[config.mk]
export PLATFORM = sky130hd
export DESIGN_NAME = xorshift_random_ranged_flat
export DESIGN_NICKNAME = d
export VERILOG_FILES = /design/src/rtl/xrr_pkg.sv /design/src/rtl/xrr_req_if.sv /design/src/rtl/xrr_rsp_if.sv /design/src/rtl/xrr_datapath.sv /design/src/rtl/xrr_ctrl.sv /design/src/rtl/xorshift_random_ranged.sv /design/src/flat_wrapper.sv
export SDC_FILE = /design/constraint.sdc
export NUM_CORES = 1
export LEC_CHECK = 0
export BUFFER_PORTS_ARGS = -buffer_cell sky130_fd_sc_hd__buf_2
export CORE_MARGIN = 3
export CORE_UTILIZATION = 65
export DETAILED_ROUTE_END_ITERATION = 10
export GPL_TIMING_DRIVEN = 0
export PLACE_DENSITY_LB_ADDON = 0.1
export SETUP_SLACK_MARGIN = 0.1
export SLEW_MARGIN = 10
export SYNTH_ARGS = -nofsm -noshare
export SYNTH_HDL_FRONTEND = slang
export SYNTH_SLANG_ARGS = --single-unit
[constraint.sdc]
create_clock -name clk -period 6.2 [get_ports clk]
set_input_delay 0.93 -clock clk [delete_from_list [all_inputs] [get_ports clk]]
set_output_delay 0.93 -clock clk [all_outputs]
set_load 0.02 [all_outputs]
[src/rtl/xrr_pkg.sv]
`default_nettype none
package xrr_pkg;

  localparam int unsigned WORD_W   = 32;
  localparam int unsigned CHANCE_W = 31;
  localparam int unsigned KIND_W   = 2;
  localparam int unsigned CNT_W    = $clog2(WORD_W);

  localparam logic [WORD_W-1:0] SEED_WORD = 32'd12345;

  localparam logic [KIND_W-1:0] KIND_RAW    = 2'd0;
  localparam logic [KIND_W-1:0] KIND_BIT    = 2'd1;
  localparam logic [KIND_W-1:0] KIND_CHANCE = 2'd2;
  localparam logic [KIND_W-1:0] KIND_RANGE  = 2'd3;

  typedef struct packed {
    logic load_req;
    logic div_step;
    logic load_out;
  } cmd_t;

  typedef struct packed {
    logic req_error;
    logic need_div;
    logic div_last;
  } status_t;

  function automatic logic [WORD_W-1:0] next_word(input logic [WORD_W-1:0] w);
    logic [WORD_W-1:0] a;
    logic [WORD_W-1:0] b;
    a = w ^ (w << 13);
    b = a ^ (a >> 17);
    return b ^ (b << 5);
  endfunction

endpackage
`default_nettype wire

[src/rtl/xrr_req_if.sv]
`default_nettype none
interface xrr_req_if;
  logic                              valid;
  logic                              ready;
  logic [xrr_pkg::KIND_W-1:0]        kind;
  logic [xrr_pkg::CHANCE_W-1:0]      chance;
  logic signed [xrr_pkg::WORD_W-1:0] range_low;
  logic signed [xrr_pkg::WORD_W-1:0] range_high;

  modport source (output valid, kind, chance, range_low, range_high, input ready);
  modport sink (input valid, kind, chance, range_low, range_high, output ready);
endinterface
`default_nettype wire

[src/rtl/xrr_rsp_if.sv]
`default_nettype none
interface xrr_rsp_if;
  logic                              valid;
  logic                              ready;
  logic [xrr_pkg::WORD_W-1:0]        raw_word;
  logic                              flag_bit;
  logic signed [xrr_pkg::WORD_W-1:0] ranged_value;
  logic                              error;

  modport source (output valid, raw_word, flag_bit, ranged_value, error, input ready);
  modport sink (input valid, raw_word, flag_bit, ranged_value, error, output ready);
endinterface
`default_nettype wire

[src/rtl/xrr_datapath.sv]
`default_nettype none
module xrr_datapath (
  input  wire logic                              clk,
  input  wire logic                              rst,
  input  wire xrr_pkg::cmd_t                     cmd,
  output xrr_pkg::status_t                       status,
  input  wire logic [xrr_pkg::KIND_W-1:0]        kind,
  input  wire logic [xrr_pkg::CHANCE_W-1:0]      chance,
  input  wire logic signed [xrr_pkg::WORD_W-1:0] range_low,
  input  wire logic signed [xrr_pkg::WORD_W-1:0] range_high,
  output logic [xrr_pkg::WORD_W-1:0]             raw_word,
  output logic                                   flag_bit,
  output logic signed [xrr_pkg::WORD_W-1:0]      ranged_value,
  output logic                                   error
);

  logic [xrr_pkg::WORD_W-1:0]   gen_word;
  logic [xrr_pkg::KIND_W-1:0]   kind_r;
  logic                         err_r;
  logic [xrr_pkg::WORD_W-1:0]   low_r;
  logic [xrr_pkg::WORD_W:0]     divisor;
  logic [xrr_pkg::WORD_W-1:0]   dividend;
  logic [xrr_pkg::WORD_W-1:0]   rem;
  logic [xrr_pkg::CNT_W-1:0]    count;

  logic [xrr_pkg::WORD_W-1:0]   word_next;
  logic [xrr_pkg::WORD_W:0]     span;
  logic                         req_error;
  logic [xrr_pkg::WORD_W:0]     shifted;
  logic [xrr_pkg::WORD_W+1:0]   trial;
  logic                         flag_next;
  logic [xrr_pkg::WORD_W-1:0]   ranged_next;

  always_comb begin
    word_next = xrr_pkg::next_word(gen_word);
    span      = {1'b0, range_high - range_low} + {{xrr_pkg::WORD_W{1'b0}}, 1'b1};
    req_error = ((kind == xrr_pkg::KIND_CHANCE) && (chance == '0)) ||
                ((kind == xrr_pkg::KIND_RANGE) && (range_high < range_low));
    shifted   = {rem, dividend[xrr_pkg::WORD_W-1]};
    trial     = {1'b0, shifted} - {1'b0, divisor};
  end

  always_comb begin
    flag_next   = 1'b0;
    ranged_next = '0;
    if (!err_r) begin
      case (kind_r)
        xrr_pkg::KIND_BIT:    flag_next = gen_word[0];
        xrr_pkg::KIND_CHANCE: flag_next = (rem == '0);
        xrr_pkg::KIND_RANGE:  ranged_next = low_r + rem;
        default:              flag_next = 1'b0;
      endcase
    end
  end

  assign status.req_error = req_error;
  assign status.need_div  = (kind == xrr_pkg::KIND_CHANCE) || (kind == xrr_pkg::KIND_RANGE);
  assign status.div_last  = (count == '0);

  always_ff @(posedge clk) begin
    if (rst) begin
      gen_word <= xrr_pkg::SEED_WORD;
    end else if (cmd.load_req && !req_error) begin
      gen_word <= word_next;
    end
  end

  always_ff @(posedge clk) begin
    if (cmd.load_req) begin
      kind_r   <= kind;
      err_r    <= req_error;
      low_r    <= range_low;
      dividend <= word_next;
      rem      <= '0;
      count    <= xrr_pkg::CNT_W'(xrr_pkg::WORD_W - 1);
      if (kind == xrr_pkg::KIND_CHANCE) begin
        divisor <= {{(xrr_pkg::WORD_W + 1 - xrr_pkg::CHANCE_W){1'b0}}, chance};
      end else begin
        divisor <= span;
      end
    end else if (cmd.div_step) begin
      dividend <= {dividend[xrr_pkg::WORD_W-2:0], 1'b0};
      count    <= count - 1'b1;
      if (!trial[xrr_pkg::WORD_W+1]) begin
        rem <= trial[xrr_pkg::WORD_W-1:0];
      end else begin
        rem <= shifted[xrr_pkg::WORD_W-1:0];
      end
    end
  end

  always_ff @(posedge clk) begin
    if (cmd.load_out) begin
      error        <= err_r;
      raw_word     <= err_r ? '0 : gen_word;
      flag_bit     <= flag_next;
      ranged_value <= ranged_next;
    end
  end

endmodule
`default_nettype wire

[src/rtl/xrr_ctrl.sv]
`default_nettype none
module xrr_ctrl (
  input  wire logic             clk,
  input  wire logic             rst,
  input  wire logic             req_valid,
  output logic                  req_ready,
  output logic                  rsp_valid,
  input  wire logic             rsp_ready,
  output xrr_pkg::cmd_t         cmd,
  input  wire xrr_pkg::status_t status
);

  localparam logic [1:0] S_IDLE = 2'd0;
  localparam logic [1:0] S_DIV  = 2'd1;
  localparam logic [1:0] S_LOAD = 2'd2;

  logic [1:0] state;
  logic [1:0] state_next;
  logic       out_free;

  assign out_free  = !rsp_valid || rsp_ready;
  assign req_ready = (state == S_IDLE);

  always_comb begin
    state_next   = state;
    cmd.load_req = 1'b0;
    cmd.div_step = 1'b0;
    cmd.load_out = 1'b0;
    unique case (state)
      S_IDLE: begin
        if (req_valid) begin
          cmd.load_req = 1'b1;
          if (status.req_error || !status.need_div) begin
            state_next = S_LOAD;
          end else begin
            state_next = S_DIV;
          end
        end
      end
      S_DIV: begin
        cmd.div_step = 1'b1;
        if (status.div_last) begin
          state_next = S_LOAD;
        end
      end
      S_LOAD: begin
        if (out_free) begin
          cmd.load_out = 1'b1;
          state_next   = S_IDLE;
        end
      end
      default: state_next = S_IDLE;
    endcase
  end

  always_ff @(posedge clk) begin
    if (rst) begin
      state     <= S_IDLE;
      rsp_valid <= 1'b0;
    end else begin
      state <= state_next;
      if (cmd.load_out) begin
        rsp_valid <= 1'b1;
      end else if (rsp_ready) begin
        rsp_valid <= 1'b0;
      end
    end
  end

  a_cmd_onehot: assert property (@(posedge clk) disable iff (rst)
    $onehot0({cmd.load_req, cmd.div_step, cmd.load_out}))
    else $error("more than one datapath command at once");

  a_no_overwrite: assert property (@(posedge clk) disable iff (rst)
    cmd.load_out |-> (!rsp_valid || rsp_ready))
    else $error("result overwritten before it was taken");

  a_error_skips_div: assert property (@(posedge clk) disable iff (rst)
    (cmd.load_req && status.req_error) |=> (state == S_LOAD))
    else $error("refused request entered the divider");

  a_load_fills: assert property (@(posedge clk) disable iff (rst)
    cmd.load_out |=> rsp_valid)
    else $error("result load did not raise valid");

endmodule
`default_nettype wire

[src/rtl/xorshift_random_ranged.sv]
// 32-bit xorshift generator (13, 17, 5) seeded with 12345 at reset. Each request advances the
// word once and returns it as a raw word, its low bit, a one-in-chance test or a value in an
// inclusive signed range. Raw and bit requests go from accept straight to result load; chance
// and range requests pass accept, 32 steps of a radix-2 restoring remainder unit, then load.
// A zero chance or reversed bounds return error with all other fields zero and keep the state;
// they skip the divider. One request is in work at a time; a finished result waits in the output
// register while the next request is taken.
`default_nettype none
module xorshift_random_ranged (
  input  wire logic clk,
  input  wire logic rst,
  xrr_req_if.sink   req,
  xrr_rsp_if.source rsp
);

  xrr_pkg::cmd_t    cmd;
  xrr_pkg::status_t status;

  xrr_ctrl u_ctrl (
    .clk       (clk),
    .rst       (rst),
    .req_valid (req.valid),
    .req_ready (req.ready),
    .rsp_valid (rsp.valid),
    .rsp_ready (rsp.ready),
    .cmd       (cmd),
    .status    (status)
  );

  xrr_datapath u_datapath (
    .clk          (clk),
    .rst          (rst),
    .cmd          (cmd),
    .status       (status),
    .kind         (req.kind),
    .chance       (req.chance),
    .range_low    (req.range_low),
    .range_high   (req.range_high),
    .raw_word     (rsp.raw_word),
    .flag_bit     (rsp.flag_bit),
    .ranged_value (rsp.ranged_value),
    .error        (rsp.error)
  );

endmodule
`default_nettype wire
[src/flat_wrapper.sv]
// flat-port wrapper written by rule: the top's interface ports become plain ports
module xorshift_random_ranged_flat 
  (clk, rst, req_valid, req_kind, req_chance, req_range_low, req_range_high, req_ready, rsp_valid, rsp_raw_word, rsp_flag_bit, rsp_ranged_value, rsp_error, rsp_ready);
  xrr_req_if req_i ();
  xrr_rsp_if rsp_i ();
  input  wire logic clk;
  input  wire logic rst;
  input wire logic [$bits(req_i.valid)-1:0] req_valid;
  input wire logic [$bits(req_i.kind)-1:0] req_kind;
  input wire logic [$bits(req_i.chance)-1:0] req_chance;
  input wire logic [$bits(req_i.range_low)-1:0] req_range_low;
  input wire logic [$bits(req_i.range_high)-1:0] req_range_high;
  output wire logic [$bits(req_i.ready)-1:0] req_ready;
  output wire logic [$bits(rsp_i.valid)-1:0] rsp_valid;
  output wire logic [$bits(rsp_i.raw_word)-1:0] rsp_raw_word;
  output wire logic [$bits(rsp_i.flag_bit)-1:0] rsp_flag_bit;
  output wire logic [$bits(rsp_i.ranged_value)-1:0] rsp_ranged_value;
  output wire logic [$bits(rsp_i.error)-1:0] rsp_error;
  input wire logic [$bits(rsp_i.ready)-1:0] rsp_ready;
  assign req_i.valid = req_valid;
  assign req_i.kind = req_kind;
  assign req_i.chance = req_chance;
  assign req_i.range_low = req_range_low;
  assign req_i.range_high = req_range_high;
  assign req_ready = req_i.ready;
  assign rsp_valid = rsp_i.valid;
  assign rsp_raw_word = rsp_i.raw_word;
  assign rsp_flag_bit = rsp_i.flag_bit;
  assign rsp_ranged_value = rsp_i.ranged_value;
  assign rsp_error = rsp_i.error;
  assign rsp_i.ready = rsp_ready;
  xorshift_random_ranged u_core (.clk(clk), .rst(rst), .req(req_i), .rsp(rsp_i));
endmodule
==> results.json, run 1 <==
{
  "routed-via-count": 14000,
  "drt-pass1-iter-count": 5,
  "fin_setup_tns_ps": 0,
  "layout-drive-gt1-share_pct": 13.1,
  "chipWidth_microns": 163,
  "power_frac_comb_pct": 39.0,
  "timing_worst_slew_pin_value_ps": 1020,
  "report.final.slew_viol_count": 0,
  "fmax_mhz": 231,
  "placedCellCount": 2216,
  "cts_root_buf": "clkbuf_16",
  "p_int_mw": 3.92,
  "gp_routability_congestion": 0.958,
  "unrepaired_setup_endpoints_after_global_routing": "no",
  "first_global_vias": 12800,
  "post-cts-setup-buffers": 0,
  "rows": 56,
  "drt-vias-per-instance": 6.18,
  "synth.lib_cells_used.distinct": 77,
  "die-area_sq_mm": 0.0266,
  "synth-async-reset-ratio_pct": 0,
  "critPathLaunchType": "primary input",
  "hold_path.startpoint": "u_core.u_datapath.dividend[15]",
  "overflow": 0,
  "nets": 2129,
  "cellLeakagePower_nw": 7.80,
  "ys_ff_latch": 238,
  "critical_path_class": "primary input to register",
  "antenna-diode-count": 0,
  "share_seq_of_total_power_pct": 35.5,
  "final_cell_mix": "buf_2, nand2_1, edfxtp_1, o21ai_0, xnor2_1",
  "wl_per_cell_microns": 19.8,
  "timing.final.crit_period_ps": 4320,
  "groute.usage.overall_pct": 33.2,
  "drc_errors": 0,
  "outcome": "finished clean",
  "clk_path_buf_depth": 3,
  "critical_path_peak_fanout": 4,
  "core_box_area_sq_mm": 0.0239,
  "largest_net_degree_at_the_start_of_global_routing": 72,
  "finalHoldViolations": 0,
  "period_share_pct": 69.7,
  "ctsResizeCount": 0,
  "post_layout_nonfiller_instances": 2262,
  "port-buffer-count": 167,
  "detail_route.wirelength_microns": 44900,
  "arrival_time_at_the_worst_endpoint_ps": 4660,
  "cts_tree": "done",
  "required_ps": 6530,
  "half_perimeter_wire_length_after_detailed_placement_microns": 35500,
  "cts.sink_count": 238,
  "element_type_at_the_critical_path_end": "register",
  "clock_insertion_delay_worst_skew_ps": 530,
  "cts_inserted_buffers": 25,
  "class_of_the_worst_hold_path": "register to register",
  "drtAntennaViolNets": 0,
  "share_clk_of_total_power_pct": 25.5,
  "multiInputGateArea_sq_mm": 0.00897,
  "cts-hold-fix-buffers": 0,
  "clkTransAtPathRegs_ps": 60,
  "peakVddDrop_mv": 0.360,
  "area_growth_syn_to_layout_pct": 13.4,
  "commonest_non_fill_non_tap_cell_in_the_layout": "buf_2",
  "regToRegStartpoint": "u_core.u_datapath.rem[0]",
  "count_of_fill_cells_added_during_filler_insertion": 1748,
  "area_occupied_by_registers_sq_mm": 0.00643,
  "die_h_microns": 163,
  "post_synth.cell_area_avg_sq_um": 9.29,
  "slew-limit-headroom_pct": 31.8,
  "totalPowerFinal_mw": 6.21,
  "wire_length_of_the_first_global_routing_pass_microns": 68900,
  "setup-violations-final": 0,
  "grt_antenna_before_repair": 0,
  "top_area_cells_in_the_synthesized_netlist": "edfxtp_1, dfxtp_1, ha_1, xnor2_1, xor2_1",
  "synth_sequential_area_ratio_pct": 40.0,
  "cap_violations": 0,
  "switchingPower_mw": 2.28,
  "ys.warnings.count": 0,
  "yosys_most_used_dff": "edfxtp_1",
  "syn_inst": 1729,
  "h-tree-depth": 1,
  "ioPinCount": 169,
  "p_per_area_mw_per_mm2": 341,
  "power_switching_share_pct": 36.8,
  "synth.largest_area_cell": "edfxtp_1",
  "synth_edf_count": 166,
  "crit_path_start": "req_range_high[0]",
  "timing.clock.skew_ps": 24.3,
  "drtIter0Drc": 1641,
  "synth_top_area_share_pct": 31.0,
  "effective_utilization_at_floorplan_pct": 67.2,
  "synth_nets": 1934,
  "netlist_area_sq_mm": 0.0161
}
[metrics by stage]
step,utilization [%],worst slack [ps],hold WS [ps],instance area (sq um)
floorplan,-,1700,466,16100
detailed placement,72.5,1370,494,17300
global placement,72.4,849,481,17300
CTS,76.2,1970,520,18200
finish,76.2,1880,523,18200
global route,76.2,1610,542,18200
[cell usage after synthesis, drive strengths merged (17+ instances only)]
master	count
and3	27
a211oi	17
a21o	51
nand2	169
nor2b	48
nor4	26
nand2b	25
and2	17
dfxtp	72
mux2i	24
edfxtp	166
xnor2	112
nor3	22
nand4	23
inv	95
nor2	103
ha	101
clkbuf	64
xor2	87
o21a	18
nand3	51
o21ai	122
a21oi	98
[state kept, by name (all words and copies together) (netlist names)]
signal,cells
u_core.u_datapath.err_r,1
u_core.u_datapath.kind_r,2
u_core.u_ctrl.state,2
u_core.u_datapath.raw_word,32
u_core.u_datapath.gen_word,32
u_core.u_datapath.low_r,32
u_core.u_datapath.divisor,33
u_core.u_datapath.flag_bit,1
u_core.u_datapath.count,5
u_core.u_datapath.dividend,32
u_core.u_datapath.ranged_value,32
u_core.u_datapath.rem,32
u_core.u_datapath.error,1
u_core.u_ctrl.rsp_valid,1
[critical path: stages]
cell	delay [ps]
buf_2	100
inv_1	40
ha_1	160
inv_1	60
fa_1	420
a211oi_1	270
o21ai_1	190
a31oi_1	490
o21bai_1	160
xor2_1	340
nand4_1	210
nor4_2	410
nand4_1	250
o31a_1	380
o31ai_1	260
[metal layers]
metal  global-route usage (%)  routed length, microns  vias up
li1                         -                       -     6633
met1                     50.7                   19900     6597
met2                     49.1                   19000      680
met3                     5.96                    4960       61
met4                     8.00                     933        0
met5                        0                       0        -
[power groups by stage]
stage	clock network, mW	logic (mW)	registers [mW]
after floorplan	0	1.70	2.22
after global placement	0	2.26	2.22
after detailed placement	0	2.32	2.23
after CTS	1.58	2.35	2.20
after global routing	1.64	2.61	2.22
final	1.58	2.42	2.20
[cell type report]
class	count	area share (%)
Timing Repair Buffer	168	4.70
Sequential cell	238	35.3
Inverter	95	1.97
Clock inverter	16	0.996
Tap cell	319	2.19
Clock buffer	30	3.88
Buffer	78	1.74
Multi-Input combinational cell	1318	49.2
[worst paths after layout]
check,end,slack (ps),cells past startpoint
setup / recovery,u_core.u_datapath.divisor[30],1880,15
hold / removal,u_core.u_datapath.dividend[16],520,2
setup reg to reg,u_core.u_datapath.rem[31],2360,12
hold reg to reg,u_core.u_datapath.dividend[16],520,2
[kinds of logic after synthesis]
kind of cell | after synthesis | share of synthesized area [%]
XOR/XNOR | 199 | 10.9
multiplexers | 24 | 1.50
AND/OR/NAND/NOR | 561 | 17.7
AO/OA/AOI/OAI | 430 | 17.5
flip-flops | 238 | 40.0
buffers and inverters | 173 | 4.19
adder cells (fa/ha/maj) | 104 | 8.24
Power figures use the tool's default switching activity.
==> run 2, diff against run 1 <==
--- a/config.mk
+++ b/config.mk
@@ -7,7 +7,7 @@
 export LEC_CHECK = 0
 export BUFFER_PORTS_ARGS = -buffer_cell sky130_fd_sc_hd__buf_2
 export CORE_MARGIN = 3
-export CORE_UTILIZATION = 65
+export CORE_UTILIZATION = 60
 export DETAILED_ROUTE_END_ITERATION = 10
 export GPL_TIMING_DRIVEN = 0
 export PLACE_DENSITY_LB_ADDON = 0.1
==> constraint.sdc (replaced) <==
create_clock -name clk -period 4.5 [get_ports clk]
set_input_delay 0.675 -clock clk [delete_from_list [all_inputs] [get_ports clk]]
set_output_delay 0.675 -clock clk [all_outputs]
set_load 0.02 [all_outputs]
==> run 2 against run 1 <==
Die area rose by 8.0%. Register-to-register slack got worse by 1700 ps. Worst setup slack got worse by 1400 ps. Clock power rose by 44%. Global-route usage fell by 3.0 points. Critical path type unchanged.
==> results.json, run 2 (synthesis results as in run 1) <==
{
  "final_area_sq_mm": 0.0183,
  "hold_path_end": "u_core.u_datapath.low_r[28]",
  "critical_path_peak_fanout": 4,
  "grt_antenna_before_repair": 0,
  "rows": 59,
  "unrepaired_setup_endpoints_after_global_routing": "no",
  "clkTransAtPathRegs_ps": 60,
  "p_per_area_mw_per_mm2": 469,
  "class_of_the_worst_hold_path": "primary input to register",
  "totalPowerFinal_mw": 8.58,
  "ioPinCount": 169,
  "whs_ps": 325,
  "fmax_mhz": 249,
  "multiInputGateArea_sq_mm": 0.00897,
  "post-cts-setup-buffers": 0,
  "wl_per_cell_microns": 19.6,
  "core_box_area_sq_mm": 0.0262,
  "wire_length_of_the_first_global_routing_pass_microns": 68300,
  "reg2reg_to": "u_core.u_datapath.rem[3]",
  "largest_net_degree_at_the_start_of_global_routing": 70,
  "report.final.slew_viol_count": 0,
  "reg2reg_setup_slack_ps": 660,
  "timing_worst_slew_pin_value_ps": 1160,
  "groute.usage.overall_pct": 30.2,
  "overflow": 0,
  "hold_path.startpoint": "req_range_low[28]",
  "die-area_sq_mm": 0.0288,
  "drtAntennaViolNets": 0,
  "regToRegStartpoint": "u_core.u_datapath.rem[1]",
  "detail_route.wirelength_microns": 44600,
  "gp_routability_congestion": 0.987,
  "largest_reg_flops": 33,
  "period_share_pct": 89.3,
  "count_of_fill_cells_added_during_filler_insertion": 2061,
  "outcome": "finished clean",
  "ff2ff_path_depth": 11,
  "cts.sink_count": 238,
  "routed-via-count": 13800,
  "top_register": "u_core.u_datapath.divisor",
  "cts_inserted_buffers": 26,
  "ctsResizeCount": 0,
  "cts_tree": "done",
  "critPathLaunchType": "primary input",
  "drtIter0Drc": 1496,
  "timing.final.crit_period_ps": 4020,
  "cellLeakagePower_nw": 7.85,
  "element_type_at_the_critical_path_end": "register",
  "finalHoldViolations": 0,
  "peakVddDrop_mv": 0.391,
  "half_perimeter_wire_length_after_detailed_placement_microns": 35700,
  "drc_errors": 0,
  "cap_violations": 0,
  "clk_path_buf_depth": 3,
  "port-buffer-count": 167,
  "clock_insertion_delay_worst_skew_ps": 540,
  "chipWidth_microns": 170,
  "post_dp_cell_area_sq_mm": 0.0174,
  "slew-limit-headroom_pct": 22.5,
  "die_h_microns": 170,
  "nets": 2131,
  "layout-drive-gt1-share_pct": 13.2,
  "cts-hold-fix-buffers": 0,
  "effective_utilization_at_floorplan_pct": 61.3,
  "h-tree-depth": 1,
  "timing.hold.worst_path_depth": 1,
  "final_cell_mix": "buf_2, nand2_1, edfxtp_1, o21ai_0, xnor2_1",
  "drt-vias-per-instance": 6.03,
  "timing.clock.skew_ps": 25.5,
  "setup-violations-final": 0,
  "commonest_non_fill_non_tap_cell_in_the_layout": "buf_2",
  "cts_root_buf": "clkbuf_16",
  "first_global_vias": 12400,
  "critical_path_class": "primary input to register",
  "fin_setup_tns_ps": 0,
  "arrival_time_at_the_worst_endpoint_ps": 4380,
  "area_growth_syn_to_layout_pct": 14.0,
  "required_ps": 4860,
  "area_occupied_by_registers_sq_mm": 0.00643,
  "drt-pass1-iter-count": 6
}
-- run 2: changes by cell type in the layout (fill, tap and decap cells not counted), moves of 2 or more --
cell / previous run / this run
bufinv_16: 3 / 5
clkinv_1: 1 / 4
clkinv_2: 4 / 8
clkinvlp_4: 4 / 0
-- run 2: worst max-delay path by stage --
stage                            from                                end  slack [ps]  cells past startpoint
finish              req_range_high[0]      u_core.u_datapath.divisor[30]         480                     15
detailed placement  req_range_high[0]      u_core.u_datapath.divisor[30]          50                     15
global route        req_range_high[0]      u_core.u_datapath.divisor[30]         200                     15
global placement            rsp_ready  u_core.u_datapath.ranged_value[2]        -680                      3
CTS                 req_range_high[0]      u_core.u_datapath.divisor[30]         570                     15
floorplan                   rsp_ready            u_core.u_datapath.error         260                      2
-- run 2: where the power goes --
group	switching [mW]	internal, mW
clock network	0.877	1.40
logic	2.01	1.27
registers	0.202	2.83
total	3.08	5.50
-- run 2: routing by layer --
metal,GRT usage (%),part of all wire (%),wire (microns)
met1,47.6,47,20800
met2,43.5,41,18400
met3,5.38,10,4540
met4,6.37,1.9,840
met5,0,0,0
-- run 2: area by class of cell --
type	count	area share (%)
Antenna cell	1	0.0137
Buffer	78	1.73
Clock buffer	29	3.78
Clock inverter	19	1.30
Inverter	95	1.96
Multi-Input combinational cell	1318	49.0
Sequential cell	238	35.1
Tap cell	335	2.29
Timing Repair Buffer	169	4.83
-- run 2: stage by stage --
| stage | cells | setup WS [ps] | util (%) |
|---|---|---|---|
| 2_1_floorplan | 1729 | 258 | - |
| 4_1_cts | 2281 | 570 | 69.8 |
| 3_5_place_dp | 2233 | 50.2 | 66.3 |
| 6_report | 2282 | 482 | 69.9 |
| 3_3_place_gp | 2231 | -678 | 66.1 |
| 5_1_grt | 2281 | 197 | 69.8 |
-- run 2: worst max-delay path: stages --
cell,delay (ps)
buf_2,100
inv_1,50
ha_1,160
inv_1,60
fa_1,420
a211oi_1,270
o21ai_1,210
a31oi_1,470
o21bai_1,160
xor2_1,340
nand4_1,220
nor4_2,420
nand4_1,230
o31a_1,350
o31ai_1,230
